===== config.mk =====
export PLATFORM = sky130hd
export DESIGN_NAME = image_psnr_meter_flat
export DESIGN_NICKNAME = d
export VERILOG_FILES = /design/src/ipm_pkg.sv /design/src/ipm_ifs.sv /design/src/image_psnr_meter.sv /design/src/ipm_ctrl.sv /design/src/ipm_datapath.sv /design/src/flat_wrapper.sv
export SDC_FILE = /design/constraint.sdc
export NUM_CORES = 2
export LEC_CHECK = 0
export BUFFER_PORTS_ARGS = -buffer_cell sky130_fd_sc_hd__buf_2
export CORE_ASPECT_RATIO = 1.75
export CORE_MARGIN = 2
export CORE_UTILIZATION = 69
export CTS_CLUSTER_DIAMETER = 100
export DETAILED_ROUTE_END_ITERATION = 6
export GPL_TIMING_DRIVEN = 1
export HOLD_SLACK_MARGIN = 0.05
export PLACE_DENSITY = 0.91
export SLEW_MARGIN = 40
export SYNTH_ARGS = -nofsm -noshare
export SYNTH_HDL_FRONTEND = slang
export SYNTH_SLANG_ARGS = --single-unit

===== constraint.sdc =====
create_clock -name clk -period 21 [get_ports clk]
set_input_delay 1.05 -clock clk [delete_from_list [all_inputs] [get_ports clk]]
set_output_delay 1.05 -clock clk [all_outputs]
set_load 0.005 [all_outputs]

===== src/ipm_pkg.sv =====
package ipm_pkg;

  localparam int unsigned MaxFramePixels = 4194304;
  localparam int unsigned CountCap       = 8388607;
  localparam int unsigned FrameLimitInt  =
    (MaxFramePixels < CountCap) ? MaxFramePixels : CountCap;

  localparam int AccW   = 40;
  localparam int CntW   = 23;
  localparam int PsnrW  = 16;
  localparam int FracW  = 24;
  localparam int ExpW   = 6;
  localparam int LogW   = ExpW + FracW;
  localparam int MantW  = 32;
  localparam int IterW  = 5;
  localparam int ScaleW = 26;
  localparam int ProdW  = LogW + ScaleW;

  localparam logic [CntW-1:0]   FrameLimit = CntW'(FrameLimitInt);
  localparam logic [15:0]       PeakSq     = 16'd65025;
  localparam logic [ScaleW-1:0] TenLog2Q16 = 26'd50504453;
  localparam logic [ExpW-1:0]   ExpTop     = 6'd39;
  localparam logic [IterW-1:0]  IterLast   = 5'd23;

  localparam logic signed [PsnrW-1:0] PsnrMax = 16'sh7FFF;
  localparam logic signed [PsnrW-1:0] PsnrMin = -16'sh8000;

  typedef struct packed {
    logic acc_en;
    logic snap;
    logic mul_n;
    logic load;
    logic load_sel;
    logic norm_step;
    logic iter_start;
    logic iter_step;
    logic store_n;
    logic store_s;
    logic scale;
    logic round;
    logic out_load;
  } ipm_cmd_t;

  typedef struct packed {
    logic sum_zero;
    logic norm_done;
    logic iter_done;
    logic out_full;
  } ipm_stat_t;

endpackage


===== src/ipm_ifs.sv =====
interface ipm_pix_if;
  logic       valid;
  logic       ready;
  logic [7:0] orig_red;
  logic [7:0] orig_green;
  logic [7:0] orig_blue;
  logic [7:0] comp_red;
  logic [7:0] comp_green;
  logic [7:0] comp_blue;
  logic       last_pixel;

  modport source(output valid, orig_red, orig_green, orig_blue, comp_red, comp_green,
                 comp_blue, last_pixel, input ready);
  modport sink(input valid, orig_red, orig_green, orig_blue, comp_red, comp_green,
               comp_blue, last_pixel, output ready);
endinterface

interface ipm_res_if;
  logic               valid;
  logic               ready;
  logic [39:0]        sum_sq_error;
  logic [22:0]        frame_pixels;
  logic signed [15:0] psnr_db;
  logic               identical;

  modport source(output valid, sum_sq_error, frame_pixels, psnr_db, identical,
                 input ready);
  modport sink(input valid, sum_sq_error, frame_pixels, psnr_db, identical,
               output ready);
endinterface


===== src/image_psnr_meter.sv =====
// channel | dir | transfer moves
// pix     | in  | one reference/compared RGB pixel pair, last_pixel ends the frame
// res     | out | sum_sq_error, frame_pixels, psnr_db (Q8.8), identical per frame
//
// Non-last pixels stream back to back.
// After the last pixel, pix.ready drops for the finish: per log2
// (one for N, one for the error sum) up to 39 normalizing shifts and 24 squaring
// steps on a shared 32x32 multiplier, then scale and round.
// A zero error skips the logs. Reset clears sums, state and res.valid.
// A result waits in the output register; the finish stalls only if it is not taken.
module image_psnr_meter (
  input logic       clk,
  input logic       rst,
  ipm_pix_if.sink   pix,
  ipm_res_if.source res
);
  import ipm_pkg::*;

  ipm_cmd_t  cmd;
  ipm_stat_t stat;

  ipm_ctrl u_ctrl (
    .clk      (clk),
    .rst      (rst),
    .in_valid (pix.valid),
    .in_last  (pix.last_pixel),
    .in_ready (pix.ready),
    .stat     (stat),
    .cmd      (cmd)
  );

  ipm_datapath u_dp (
    .clk           (clk),
    .rst           (rst),
    .orig_red      (pix.orig_red),
    .orig_green    (pix.orig_green),
    .orig_blue     (pix.orig_blue),
    .comp_red      (pix.comp_red),
    .comp_green    (pix.comp_green),
    .comp_blue     (pix.comp_blue),
    .cmd           (cmd),
    .stat          (stat),
    .out_ready     (res.ready),
    .out_valid     (res.valid),
    .out_sum       (res.sum_sq_error),
    .out_count     (res.frame_pixels),
    .out_psnr      (res.psnr_db),
    .out_identical (res.identical)
  );

  a_ident_psnr: assert property (@(posedge clk) disable iff (rst)
    res.valid && res.identical |-> res.psnr_db == PsnrMax)
    else $error("identical frame without saturated psnr");

  a_ident_sum: assert property (@(posedge clk) disable iff (rst)
    res.valid |-> (res.identical == (res.sum_sq_error == '0)))
    else $error("identical flag disagrees with error sum");

  a_count: assert property (@(posedge clk) disable iff (rst)
    res.valid |-> res.frame_pixels != '0)
    else $error("empty frame reported");

  a_hold: assert property (@(posedge clk) disable iff (rst)
    pix.valid && pix.ready && pix.last_pixel |=> !pix.ready)
    else $error("pixel taken during finish");
endmodule


===== src/ipm_ctrl.sv =====
module ipm_ctrl (
  input  logic               clk,
  input  logic               rst,
  input  logic               in_valid,
  input  logic               in_last,
  output logic               in_ready,
  input  ipm_pkg::ipm_stat_t stat,
  output ipm_pkg::ipm_cmd_t  cmd
);
  import ipm_pkg::*;

  localparam logic [3:0] S_ACC   = 4'd0;
  localparam logic [3:0] S_MULN  = 4'd1;
  localparam logic [3:0] S_LOAD  = 4'd2;
  localparam logic [3:0] S_NORM  = 4'd3;
  localparam logic [3:0] S_ITER  = 4'd4;
  localparam logic [3:0] S_STORE = 4'd5;
  localparam logic [3:0] S_SCALE = 4'd6;
  localparam logic [3:0] S_ROUND = 4'd7;
  localparam logic [3:0] S_DONE  = 4'd8;

  logic [3:0] state;
  logic [3:0] state_next;
  logic       phase;
  logic       phase_next;
  logic       xfer;

  assign in_ready = (state == S_ACC);
  assign xfer     = in_valid && in_ready;

  always_comb begin
    state_next = state;
    phase_next = phase;
    cmd        = '0;
    cmd.load_sel = phase;
    unique case (state)
      S_ACC: begin
        cmd.acc_en = xfer;
        if (xfer && in_last) begin
          cmd.snap   = 1'b1;
          state_next = S_MULN;
        end
      end
      S_MULN: begin
        cmd.mul_n  = 1'b1;
        phase_next = 1'b0;
        state_next = stat.sum_zero ? S_DONE : S_LOAD;
      end
      S_LOAD: begin
        cmd.load   = 1'b1;
        state_next = S_NORM;
      end
      S_NORM: begin
        if (stat.norm_done) begin
          cmd.iter_start = 1'b1;
          state_next     = S_ITER;
        end else begin
          cmd.norm_step = 1'b1;
        end
      end
      S_ITER: begin
        cmd.iter_step = 1'b1;
        if (stat.iter_done) state_next = S_STORE;
      end
      S_STORE: begin
        if (phase) begin
          cmd.store_s = 1'b1;
          state_next  = S_SCALE;
        end else begin
          cmd.store_n = 1'b1;
          phase_next  = 1'b1;
          state_next  = S_LOAD;
        end
      end
      S_SCALE: begin
        cmd.scale  = 1'b1;
        state_next = S_ROUND;
      end
      S_ROUND: begin
        cmd.round  = 1'b1;
        state_next = S_DONE;
      end
      S_DONE: begin
        if (!stat.out_full) begin
          cmd.out_load = 1'b1;
          state_next   = S_ACC;
        end
      end
      default: state_next = S_ACC;
    endcase
  end

  always_ff @(posedge clk) begin
    if (rst) begin
      state <= S_ACC;
      phase <= 1'b0;
    end else begin
      state <= state_next;
      phase <= phase_next;
    end
  end
endmodule


===== src/ipm_datapath.sv =====
module ipm_datapath (
  input  logic               clk,
  input  logic               rst,
  input  logic [7:0]         orig_red,
  input  logic [7:0]         orig_green,
  input  logic [7:0]         orig_blue,
  input  logic [7:0]         comp_red,
  input  logic [7:0]         comp_green,
  input  logic [7:0]         comp_blue,
  input  ipm_pkg::ipm_cmd_t  cmd,
  output ipm_pkg::ipm_stat_t stat,
  input  logic               out_ready,
  output logic               out_valid,
  output logic [39:0]        out_sum,
  output logic [22:0]        out_count,
  output logic signed [15:0] out_psnr,
  output logic               out_identical
);
  import ipm_pkg::*;

  logic [AccW-1:0]  acc;
  logic [CntW-1:0]  cnt;
  logic [AccW-1:0]  acc_next;
  logic [CntW-1:0]  cnt_next;
  logic [AccW-1:0]  sum_snap;
  logic [CntW-1:0]  cnt_snap;
  logic [AccW-1:0]  n_val;
  logic [AccW-1:0]  x;
  logic [ExpW-1:0]  e;
  logic [MantW-1:0] m;
  logic [FracW-1:0] frac;
  logic [IterW-1:0] iter;
  logic [LogW-1:0]  log_n;
  logic [LogW:0]    mag;
  logic             neg;
  logic [ProdW:0]   prod;
  logic signed [PsnrW-1:0] psnr;

  logic [7:0]       d_r, d_g, d_b;
  logic [17:0]      e_pix;
  logic [AccW:0]    acc_sum;
  logic [63:0]      msq;
  logic [32:0]      mt;
  logic signed [LogW+1:0] diff;
  logic [ProdW:0]   rnd;
  logic [16:0]      r;
  logic             val;

  assign d_r = (orig_red   >= comp_red)   ? orig_red   - comp_red   : comp_red   - orig_red;
  assign d_g = (orig_green >= comp_green) ? orig_green - comp_green : comp_green - orig_green;
  assign d_b = (orig_blue  >= comp_blue)  ? orig_blue  - comp_blue  : comp_blue  - orig_blue;
  assign e_pix = 18'(16'(d_r) * 16'(d_r)) + 18'(16'(d_g) * 16'(d_g))
               + 18'(16'(d_b) * 16'(d_b));

  assign acc_sum = {1'b0, acc} + (AccW+1)'(e_pix);

  always_comb begin
    acc_next = acc;
    cnt_next = cnt;
    if (cnt < FrameLimit) begin
      acc_next = acc_sum[AccW] ? '1 : acc_sum[AccW-1:0];
      cnt_next = cnt + 1'b1;
    end
  end

  assign msq  = 64'(m) * 64'(m);
  assign mt   = msq[63:31];
  assign diff = (LogW+2)'(log_n) - (LogW+2)'({e, frac});
  assign rnd  = prod + (ProdW+1)'(64'h80_0000_0000);
  assign r    = rnd[56:40];

  always_ff @(posedge clk) begin
    if (rst) begin
      acc <= '0;
      cnt <= '0;
    end else if (cmd.snap) begin
      acc <= '0;
      cnt <= '0;
    end else if (cmd.acc_en) begin
      acc <= acc_next;
      cnt <= cnt_next;
    end
  end

  always_ff @(posedge clk) begin
    if (cmd.snap) begin
      sum_snap <= acc_next;
      cnt_snap <= cnt_next;
    end
    if (cmd.mul_n) n_val <= AccW'(PeakSq) * AccW'(cnt_snap);
    if (cmd.load) begin
      x <= cmd.load_sel ? sum_snap : n_val;
      e <= ExpTop;
    end else if (cmd.norm_step) begin
      x <= {x[AccW-2:0], 1'b0};
      e <= e - 1'b1;
    end
    if (cmd.iter_start) begin
      m    <= x[AccW-1:AccW-MantW];
      frac <= '0;
      iter <= '0;
    end else if (cmd.iter_step) begin
      m    <= mt[32] ? mt[32:1] : mt[31:0];
      frac <= {frac[FracW-2:0], mt[32]};
      iter <= iter + 1'b1;
    end
    if (cmd.store_n) log_n <= {e, frac};
    if (cmd.store_s) begin
      neg <= diff[LogW+1];
      mag <= diff[LogW+1] ? (LogW+1)'(-diff) : (LogW+1)'(diff);
    end
    if (cmd.scale) prod <= (ProdW+1)'(mag) * (ProdW+1)'(TenLog2Q16);
    if (cmd.round) begin
      if (neg) psnr <= (r > 17'd32768) ? PsnrMin : -$signed(16'(r));
      else     psnr <= (r > 17'd32767) ? PsnrMax : $signed(16'(r));
    end
    if (cmd.out_load) begin
      out_sum       <= sum_snap;
      out_count     <= cnt_snap;
      out_identical <= (sum_snap == '0);
      out_psnr      <= ((sum_snap == '0) || (cnt_snap == '0)) ? PsnrMax : psnr;
    end
  end

  always_ff @(posedge clk) begin
    if (rst) val <= 1'b0;
    else if (cmd.out_load) val <= 1'b1;
    else if (out_ready) val <= 1'b0;
  end

  assign out_valid      = val;
  assign stat.sum_zero  = (sum_snap == '0) || (cnt_snap == '0);
  assign stat.norm_done = x[AccW-1];
  assign stat.iter_done = (iter == IterLast);
  assign stat.out_full  = val && !out_ready;
endmodule


===== src/flat_wrapper.sv =====
// flat-port wrapper written by rule: the top's interface ports become plain ports
module image_psnr_meter_flat import ipm_pkg::*;
  (clk, rst, pix_valid, pix_orig_red, pix_orig_green, pix_orig_blue, pix_comp_red, pix_comp_green, pix_comp_blue, pix_last_pixel, pix_ready, res_valid, res_sum_sq_error, res_frame_pixels, res_psnr_db, res_identical, res_ready);
  ipm_pix_if pix_i ();
  ipm_res_if res_i ();
  input logic clk;
  input logic rst;
  input wire logic [$bits(pix_i.valid)-1:0] pix_valid;
  input wire logic [$bits(pix_i.orig_red)-1:0] pix_orig_red;
  input wire logic [$bits(pix_i.orig_green)-1:0] pix_orig_green;
  input wire logic [$bits(pix_i.orig_blue)-1:0] pix_orig_blue;
  input wire logic [$bits(pix_i.comp_red)-1:0] pix_comp_red;
  input wire logic [$bits(pix_i.comp_green)-1:0] pix_comp_green;
  input wire logic [$bits(pix_i.comp_blue)-1:0] pix_comp_blue;
  input wire logic [$bits(pix_i.last_pixel)-1:0] pix_last_pixel;
  output wire logic [$bits(pix_i.ready)-1:0] pix_ready;
  output wire logic [$bits(res_i.valid)-1:0] res_valid;
  output wire logic [$bits(res_i.sum_sq_error)-1:0] res_sum_sq_error;
  output wire logic [$bits(res_i.frame_pixels)-1:0] res_frame_pixels;
  output wire logic [$bits(res_i.psnr_db)-1:0] res_psnr_db;
  output wire logic [$bits(res_i.identical)-1:0] res_identical;
  input wire logic [$bits(res_i.ready)-1:0] res_ready;
  assign pix_i.valid = pix_valid;
  assign pix_i.orig_red = pix_orig_red;
  assign pix_i.orig_green = pix_orig_green;
  assign pix_i.orig_blue = pix_orig_blue;
  assign pix_i.comp_red = pix_comp_red;
  assign pix_i.comp_green = pix_comp_green;
  assign pix_i.comp_blue = pix_comp_blue;
  assign pix_i.last_pixel = pix_last_pixel;
  assign pix_ready = pix_i.ready;
  assign res_valid = res_i.valid;
  assign res_sum_sq_error = res_i.sum_sq_error;
  assign res_frame_pixels = res_i.frame_pixels;
  assign res_psnr_db = res_i.psnr_db;
  assign res_identical = res_i.identical;
  assign res_i.ready = res_ready;
  image_psnr_meter u_core (.clk(clk), .rst(rst), .pix(pix_i), .res(res_i));
endmodule

==> flow_metrics.py <==
metrics = {
    "cts": {
        "cts_tree": "yes",
        "cts_hold_buf": 0,
        "htreeDepth": 2,
        "numCtsBuffers": 39,
        "postCtsSetupBuffers": 0,
        "ctsResizeCount": 0,
        "clockRootBuffer": "clkbuf_16",
        "clkSinkCount": 454,
        "worstSkewPairLatency_ns": 0.58,
        "clkTransAtPathRegs_ns": 0.06,
        "clk_path_buf_depth": 3,
    },
    "synthesis": {
        "synth_top_area_share_pct": 34.69,
        "yosysTopAreaCell": "fa_1",
        "yosysWarnings": 0,
        "yosysSeqAreaShare_pct": 17.91,
        "ys_types": 85,
        "yosysMostFrequentCell": "inv_1",
        "netlist_area_mm2": 0.07029,
        "synth-edff-count": 350,
        "synth_top_cells_by_area": "fa_1 35%, ha_1 15%, edfxtp_1 15%, inv_1 9.2%, dfxtp_1 3.0%",
        "synth.net_count": 9224,
        "synthCells": 7099,
        "synthFlopType": "edfxtp_1",
        "synthTopCellsByCount": "1731 x inv_1, 1218 x fa_1, 854 x ha_1",
        "async_reset_ff_share_pct": 0,
        "ys_ff_latch": 454,
        "syn_avg_cell_area_um2": 9.902,
    },
    "setup_path": {
        "crit_path_start_kind": "primary input",
        "crit_top_cell": "fa_1",
        "path_class": "in2reg",
        "cp_max_fo": 11,
        "crit_path_top_delay_cell": "o21ai_0",
        "r2r_start": "u_core.u_dp.m[11]",
        "cp_num_buf_inv": 9,
        "max_stage_delay_ns": 0.56,
        "crit_path_end_kind": "register",
        "worstPathArrival_ns": 11.12,
        "r2r-end": "u_core.u_dp.m[2]",
        "crit_family": "adder cells",
        "critPathRequiredTime_ns": 21.30,
        "r2r.worst_path.cells": 31,
        "r2r_slack_ns": 10.29,
    },
    "worst_hold_path": {
        "hp-start": "u_core.u_dp.frac[1]",
        "min_path_type": "reg2reg",
        "hold_depth": 0,
        "min_to": "u_core.u_dp.log_n[1]",
    },
    "floorplanning": {
        "die_area_mm2": 0.1045,
        "core_area_mm2": 0.1008,
        "ios": 135,
        "die_x_um": 245.3,
        "die_y_um": 426.2,
        "initial_core_util_pct": 69.75,
        "core.rowCount": 154,
    },
    "cells_and_area": {
        "fin_nets": 9253,
        "synthToLayoutAreaGrowth_pct": 4.897,
        "register_area_mm2": 0.01259,
        "n_fill_cell": 6478,
        "multi_input_area_mm2": 0.05049,
        "layout-drive-gt1-share_pct": 4.679,
    },
    "grt": {
        "antenna_found_initial": 4,
        "grt_pass1_wl_um": 297100,
        "track_usage_pct": 37.13,
        "grt_pass1_vias": 58476,
        "grt.overflow.total": 0,
        "grt_max_degree": 84,
    },
    "timing": {
        "rsz0062_at_grt": "no",
        "post-route-min-period_ns": 10.82,
        "slew_headroom_pct": 40.82,
        "fin_setup_tns_ns": 0,
        "hold_viol": 0,
        "report.final.slew_viol_count": 0,
        "skew_ns": 0.03221,
        "finalSetupViolCount": 0,
        "max_slew.worst_pin.slew_ns": 0.8766,
        "period_share_pct": 51.50,
        "timing.fmax_mhz": 92.46,
    },
    "outcome": {
        "status": "completed",
    },
    "route": {
        "post_drt_wl_per_cell_um": 22.20,
        "wl_um": 188400,
        "drc": 0,
        "vias_per_cell": 6.125,
        "via_count": 51999,
        "first_iter_violations": 3917,
        "drtPass1Iterations": 6,
        "ant_nets": 0,
    },
    "flow_run": {
        "maxCapViolCount": 0,
    },
    "placed_design": {
        "io_buffers": 134,
        "hpwl_um": 147800,
        "gp_congestion": 0.9993,
    },
}
## kinds of logic (layout without fill, tap and decap cells)
logic type                 Yosys count  after routing  synth area share [%]
AOI/OAI and AO/OA                  828            828                 7.378
adders and majority gates         2072           2072                 49.89
xor gates and xnor gates           262            262                 3.264
buffers and inverters             1946           2006                 10.41
other                                0              5                     0
and+or+nand+nor                   1450           1450                 9.888
DFF                                454            454                 17.91
muxes                               87             87                 1.260
## stage by stage
step | cells | setup WS [ns] | instance area [um2] | utilization [%] | hold slack [ns]
3_3_place_gp | 8412 | 9.718 | 72310 | 71.76 | 0.4106
4_1_cts | 8484 | 10.01 | 73670 | 73.10 | 0.4569
3_5_place_dp | 8412 | 9.500 | 72340 | 71.79 | 0.4381
6_report | 8490 | 10.18 | 73740 | 73.17 | 0.4581
5_1_grt | 8486 | 9.578 | 73730 | 73.16 | 0.4602
2_1_floorplan | 7099 | 10.70 | 70290 | - | 0.4082
## layout make-up
class | count | area share, %
sequential | 454 | 17.08
timing repair buffer | 191 | 1.505
antenna | 5 | 0.01697
clock buffer | 59 | 1.578
inverter | 1743 | 8.873
multi-input combinational | 4699 | 68.47
clock inverter | 13 | 0.2223
tap | 1326 | 2.250
## how the worst max path moves through the flow
stage,slack [ns],to,cells past startpoint,from
after floorplan,10.70,u_core.u_dp.acc[34],39,pix_orig_red[0]
after global placement,9.72,u_core.u_dp.acc[37],40,pix_orig_red[0]
after detailed placement,9.50,u_core.u_dp.sum_snap[35],40,pix_orig_red[0]
after CTS,10.01,u_core.u_dp.acc[35],40,pix_orig_red[0]
after global routing,9.58,u_core.u_dp.acc[35],37,pix_orig_red[0]
final,10.18,u_core.u_dp.sum_snap[35],40,pix_orig_red[0]
## flip-flops by register name (all words and copies together), names as in the netlist, 24 cells and up
signal / cells
u_core.u_dp.n_val: 39
u_core.u_dp.x: 40
u_core.u_dp.log_n: 30
u_core.u_dp.mag: 31
u_core.u_dp.acc: 40
u_core.u_dp.out_sum: 40
u_core.u_dp.m: 32
u_core.u_dp.frac: 24
u_core.u_dp.sum_snap: 40
## placed cells by master (no fill, tap or decap), drive strengths merged, types with 15 or more instances in the layout
cell type and instances:
o21bai 37, nor2 302, xor2 105, a21oi 243, nor4 18, ha 854
buf 191, edfxtp 350, a21o 158, mux2i 75, dfxtp 104, nand3 109
and3 45, nand2b 31, xnor2 157, clkbuf 59, and2 218, or3 33
inv 1740, nor3 72, nand4 41, nand2 496, a31oi 19, fa 1218
o21ai 217, nor2b 34, o211ai 20, or2 19, a211oi 15
## metal layers
metal / global-route usage [%] / wire [um]
met1: 36.36 / 56110
met2: 66.70 / 98190
met3: 6.618 / 13890
met4: 32.54 / 20250
met5: 0 / 9
Power is not shown: default switching activity piles up to over one toggle a cycle in this logic, so the estimate is an artifact.
